[config.mk]
export PLATFORM = sky130hd
export DESIGN_NAME = stbs_ctrl
export DESIGN_NICKNAME = d
export VERILOG_FILES = /design/src/hdl/stbs_pkg.sv /design/src/hdl/stbs_ctrl.sv
export SDC_FILE = /design/constraint.sdc
export NUM_CORES = 1
export LEC_CHECK = 0
export BUFFER_PORTS_ARGS = -buffer_cell sky130_fd_sc_hd__buf_2
export CORE_AREA = 10 10 47 49
export CTS_CLUSTER_DIAMETER = 50
export DETAILED_ROUTE_END_ITERATION = 10
export DIE_AREA = 0 0 57 59
export PLACE_DENSITY_LB_ADDON = 0.1
export SYNTH_ARGS = -nofsm -noshare
export SYNTH_HDL_FRONTEND = slang
export SYNTH_SLANG_ARGS = --single-unit
[constraint.sdc]
create_clock -name clk -period 2.5 [get_ports clk]
set_input_delay 0.125 -clock clk [delete_from_list [all_inputs] [get_ports clk]]
set_output_delay 0.125 -clock clk [all_outputs]
set_load 0.02 [all_outputs]
[src/hdl/stbs_pkg.sv]
// Shared definitions for the sorted table search core.
// Holds field widths, operation codes and the controller/datapath link structs.
// No dependencies.
`default_nettype none

package stbs_pkg;

  localparam int DEFAULT_TABLE_DEPTH = 1024;

  localparam int LEN_W   = 11;
  localparam int INDEX_W = 10;
  localparam int VALUE_W = 32;
  localparam int POS_W   = 11;

  localparam logic OP_WRITE  = 1'b0;
  localparam logic OP_SEARCH = 1'b1;

  localparam logic [POS_W-1:0] POS_NONE = '1;

  typedef struct packed {
    logic write;
    logic start;
    logic step;
    logic load_hit;
    logic load_miss;
  } cmd_t;

  typedef struct packed {
    logic live_start;
    logic live_step;
    logic hit;
  } status_t;

endpackage

`default_nettype wire

[src/hdl/stbs_ctrl.sv]
// Controller of the sorted table search core: handshakes and probe sequencing.
// Uses stbs_pkg for operation codes and the datapath link structs.
`default_nettype none

module stbs_ctrl (
  input  wire logic              clk,
  input  wire logic              rst,
  input  wire logic              in_valid,
  output logic                   in_stall,
  input  wire logic              operation,
  output logic                   out_valid,
  input  wire logic              out_stall,
  input  wire stbs_pkg::status_t status,
  output stbs_pkg::cmd_t         cmd
);
  import stbs_pkg::*;

  typedef enum logic [1:0] {
    S_IDLE,
    S_SEARCH,
    S_MISS
  } state_t;

  state_t state, state_next;
  logic   out_free;
  logic   out_valid_next;

  assign out_free = !out_valid || !out_stall;
  assign in_stall = state != S_IDLE;

  always_comb begin
    state_next    = state;
    cmd           = '0;
    case (state)
      S_IDLE: begin
        if (in_valid) begin
          if (operation == OP_WRITE) begin
            cmd.write = 1'b1;
          end else begin
            cmd.start  = 1'b1;
            state_next = status.live_start ? S_SEARCH : S_MISS;
          end
        end
      end
      S_SEARCH: begin
        if (status.hit) begin
          if (out_free) begin
            cmd.load_hit = 1'b1;
            state_next   = S_IDLE;
          end
        end else if (!status.live_step) begin
          if (out_free) begin
            cmd.load_miss = 1'b1;
            state_next    = S_IDLE;
          end
        end else begin
          cmd.step = 1'b1;
        end
      end
      S_MISS: begin
        if (out_free) begin
          cmd.load_miss = 1'b1;
          state_next    = S_IDLE;
        end
      end
      default: begin
        state_next = S_IDLE;
      end
    endcase
  end

  assign out_valid_next = (cmd.load_hit || cmd.load_miss) ? 1'b1 : (out_valid && out_stall);

  always_ff @(posedge clk) begin
    if (rst) begin
      state     <= S_IDLE;
      out_valid <= 1'b0;
    end else begin
      state     <= state_next;
      out_valid <= out_valid_next;
    end
  end

  a_no_load_when_held: assert property (@(posedge clk) disable iff (rst)
    (out_valid && out_stall) |-> !(cmd.load_hit || cmd.load_miss))
    else $error("result loaded over a held word");

  a_one_command: assert property (@(posedge clk) disable iff (rst)
    $onehot0({cmd.write, cmd.start, cmd.step, cmd.load_hit, cmd.load_miss}))
    else $error("conflicting datapath commands");

  a_hit_only_on_match: assert property (@(posedge clk) disable iff (rst)
    cmd.load_hit |-> (status.hit && state == S_SEARCH))
    else $error("hit reported without a matching probe");

  a_ready_after_load: assert property (@(posedge clk) disable iff (rst)
    (cmd.load_hit || cmd.load_miss) |=> (!in_stall && out_valid))
    else $error("controller not idle with result after load");

endmodule

`default_nettype wire

Word-level counts from Yosys, hierarchy flattened. Cells that the tools add are included.

Flip-flop bits (word level): 3. Output and inout bits: 7. Logic and storage cells: 35.

Equal/unequal tests: 5. Mux-type cells: 20. Reduce and logical (&&, ||, !) cells: 8.

Operators by type and width (number): $mux W2 (9); $mux W1 (9); $pmux W2 S3 (1); $ne A2 B2 Y1 const B (2); $ne A3 B3 Y1 const B (1); $reduce_and A3 Y1 (1); $eq A2 B1 Y1 const B (1); $eq A2 B2 Y1 const B (1); $logic_not A1 Y1 (2); $logic_not A2 Y1 (1); $logic_or A1 B1 Y1 (2); $pmux W1 S2 (1); $reduce_bool A2 Y1 (1); $logic_and A1 B1 Y1 (1).

Depth between registers and ports, before layout.
Depth in word-level cells: 8. Mapped depth: 5. Depth with buffers taken out: 5.

Least setup slack after synthesis. OpenSTA, ideal clock, no wires.

Path type: register to register. Start: register state[1]. End: register state[0]. Arrival time: 1.381 ns. Required time: 2.384 ns. Slack: 1.003 ns. Stages on the path, launching flop included: 6. Cells stage by stage: dfxtp_1 inv_1 ha_1 and3b_4 or3_4 a31o_1.

Longest elaborated chain between the ends: 3. Elaborated cells between the ends (all ways): 8. Classes of those cells: eq/ne (5); mux (1); reduce/logical (2).

Ends and longest elaborated chain: from (decl) (RTL line stbs_ctrl.sv:24) `state_t state, state_next;`; from (signal assigned) (RTL line stbs_ctrl.sv:79) `state <= state_next;`; $eq A2 B1 Y1 / $logic_not A2 Y1 (equally long branches) (RTL line stbs_ctrl.sv:34) `case (state)`; $ne A3 B3 Y1 (no source line) / $ne A2 B2 Y1 (equally long branches); $reduce_and A3 Y1 (no source line).

Several ways; a longest one is shown, not always the timed one. A chain may end at the register's enable or synchronous reset.

==> results.ini <==
[status]
status=completed

[yosys]
synth.most_common_cell=inv_1
syn_nets=40
yosysTopAreaCellShare_pct=24.2
yosysSeqAreaShare_pct=24.2
ys.flop_type=dfxtp_1
synth_cells=29
ys_seq_elements=3
syn_area_per_cell_um2=8.54
syn-cell-area_um2=248
async_flop_share_pct=0
synth_cell_types=18
synth_common_cells=inv_1 (4), dfxtp_1 (3), ha_1 (3), nand2_1 (3)
yosys-top-cells-area=dfxtp_1 (24%), ha_1 (15%), o41ai_2 (6.6%), inv_1 (6.1%), and3_1 (5.1%)
yosysWarnings=0
synth.largest_area_cell=dfxtp_1
synth-edff-count=0

[timing]
timing.final.crit_share_pct=64.2
worst_slack_ns=0.894
setup_violations=0
finalCriticalPeriod_ns=1.61
slew_viol_final=0
fmax_ghz=0.623
fin_tns_setup_ns=0
slew_headroom_pct=71.4
skew_ns=0.00438
finalHoldViolCount=0
tightestPinTransition_ns=0.424
rsz0062_at_grt=false

[critical_path]
critPathMaxFanout=3
arrival_ns=1.48
cp.required_ns=2.38
worst_setup_path_end_kind=output pin
crit_type=flop to output pin
start_kind=flop
cp_cell_sequence=inv_1, ha_1, nor3b_1, o21ai_0, a21oi_1, buf_2
path_delay_family=flip-flops
path_buf_inv=2
cp_slowest_cell=dfxtp_1
slowest_delay_ns=0.34

[global_routing]
first_global_vias=306
grt_first_pass_wirelength_um=1280
grt_max_degree=6
overflow=0
antenna_found_initial=0
grt.total_usage_pct=4.92

[clock_network]
cts.sinks=3
cts_tree=built
cts-root-buf=clkbuf_4
cts_resized=0
htree_levels=1
insertion_delay_ns=0.24
numCtsBuffers=3
clk_pin_slew_ns=0.04
cts_setup_buffers=0
cts_buffer_depth=2
ctsHoldBuffers=0

[final_layout]
n_antenna_cell=0
nFillCells=179
stdcell_count=63
layout-drive-gt1-share_pct=42.6
utilization_pct=26.0
finalNetCount=59
area_growth_pct=47.0

[floorplan]
core_area_mm2=0.00140
io_pins=15
fp.dieH_um=59
rows=14
die_area_mm2=0.00336
start_util_pct=17.7
die_w_um=57

[route]
wl_um=760
antenna_left=0
via_per_inst=4.49
wl_per_cell_um=12.1
drc_errors=0
drt_iter0_drc=2
via_count=283
drt_pass1_iterations=3

[placed_design]
gp_congestion=0.665
preCtsSetupSlack_ns=0.926
portBuffers=14
dp_cells=59
dpl.hpwl_um=662

[pwr]
ir_worst_vdd_mv=0.206
leakagePower_nw=0.191
p_per_area_mw_per_mm2=638
total_power_uw=232

[min_path]
hold_path_class=primary input to flop

[run]
drv_cap=0

kinds of logic after synthesis:
logic type               count (synthesis)  synth area share (%)
AO/OA/AOI/OAI                            8                  25.3
adder cells (fa/ha/maj)                  3                  15.2
buffers and inverters                    4                  6.06
flip-flops                               3                  24.2
AND/OR/NAND/NOR                         11                  29.3
per-layer routing:
metal  GRT usage, %  part of all wire (%)  vias up
met5              0                     0        -
met4           3.02                     0        0
met3           3.65                   9.6        0
met2           6.51                    40       15
met1           5.44                    50      127
li1               -                     -      141
registers in the layout, summed over array words and instances (netlist names):
name       cells
state          2
out_valid      1
cell type report:
| type | count | area [µm²] | area share [%] |
|---|---|---|---|
| repair buffers | 14 | 70.1 | 19.2 |
| multi-input cells | 22 | 173 | 47.4 |
| well taps | 16 | 20.0 | 5.50 |
| flip-flops and latches | 3 | 60.1 | 16.5 |
| clock buffers | 4 | 26.3 | 7.22 |
| inverters | 4 | 15.0 | 4.12 |
final timing paths:
check	from	to	slack, ns	cells past startpoint
setup reg to reg	state[0]$_SDFFE_PP0P_	state[1]$_SDFFE_PP0P_	0.95	5
hold reg to reg	out_valid$_SDFF_PP0_	out_valid$_SDFF_PP0_	0.51	2
setup / recovery	state[1]$_SDFFE_PP0P_	cmd[0]	0.89	6
hold / removal	status[2]	state[1]$_SDFFE_PP0P_	0.10	2
report_power, final:
part / total, mW / switching [mW] / internal (mW) / leakage, nW
Combinational: 0.0856 / 0.0498 / 0.0358 / 0.152
Clock: 0.0874 / 0.0275 / 0.0600 / 0.0150
Sequential: 0.0594 / 0.00507 / 0.0544 / 0.0245
metrics by stage:
stage,instance area [µm²],hold slack (ns)
final,364,0.100
after global routing,364,0.0891
after CTS,364,0.0946
after detailed placement,338,0.344
after global placement,338,0.348
after floorplan,248,0.194
worst register-to-register path: cells and delay by family (launching register included):
family          cells  cell delay (ns)
compound gates      2             0.53
fa+ha+maj           1             0.30
buf+inv             1             0.07
flops               1             0.35
simple gates        1             0.17
placed cells by master, fill, tap and decap left out, types with 2 or more instances in the layout:
cell type   n
a21oi_1     2
and3_1      2
buf_2      14
clkbuf_4    3
dfxtp_1     3
ha_1        3
inv_1       4
nand2_1     3
(Power assumes the default switching activity.)
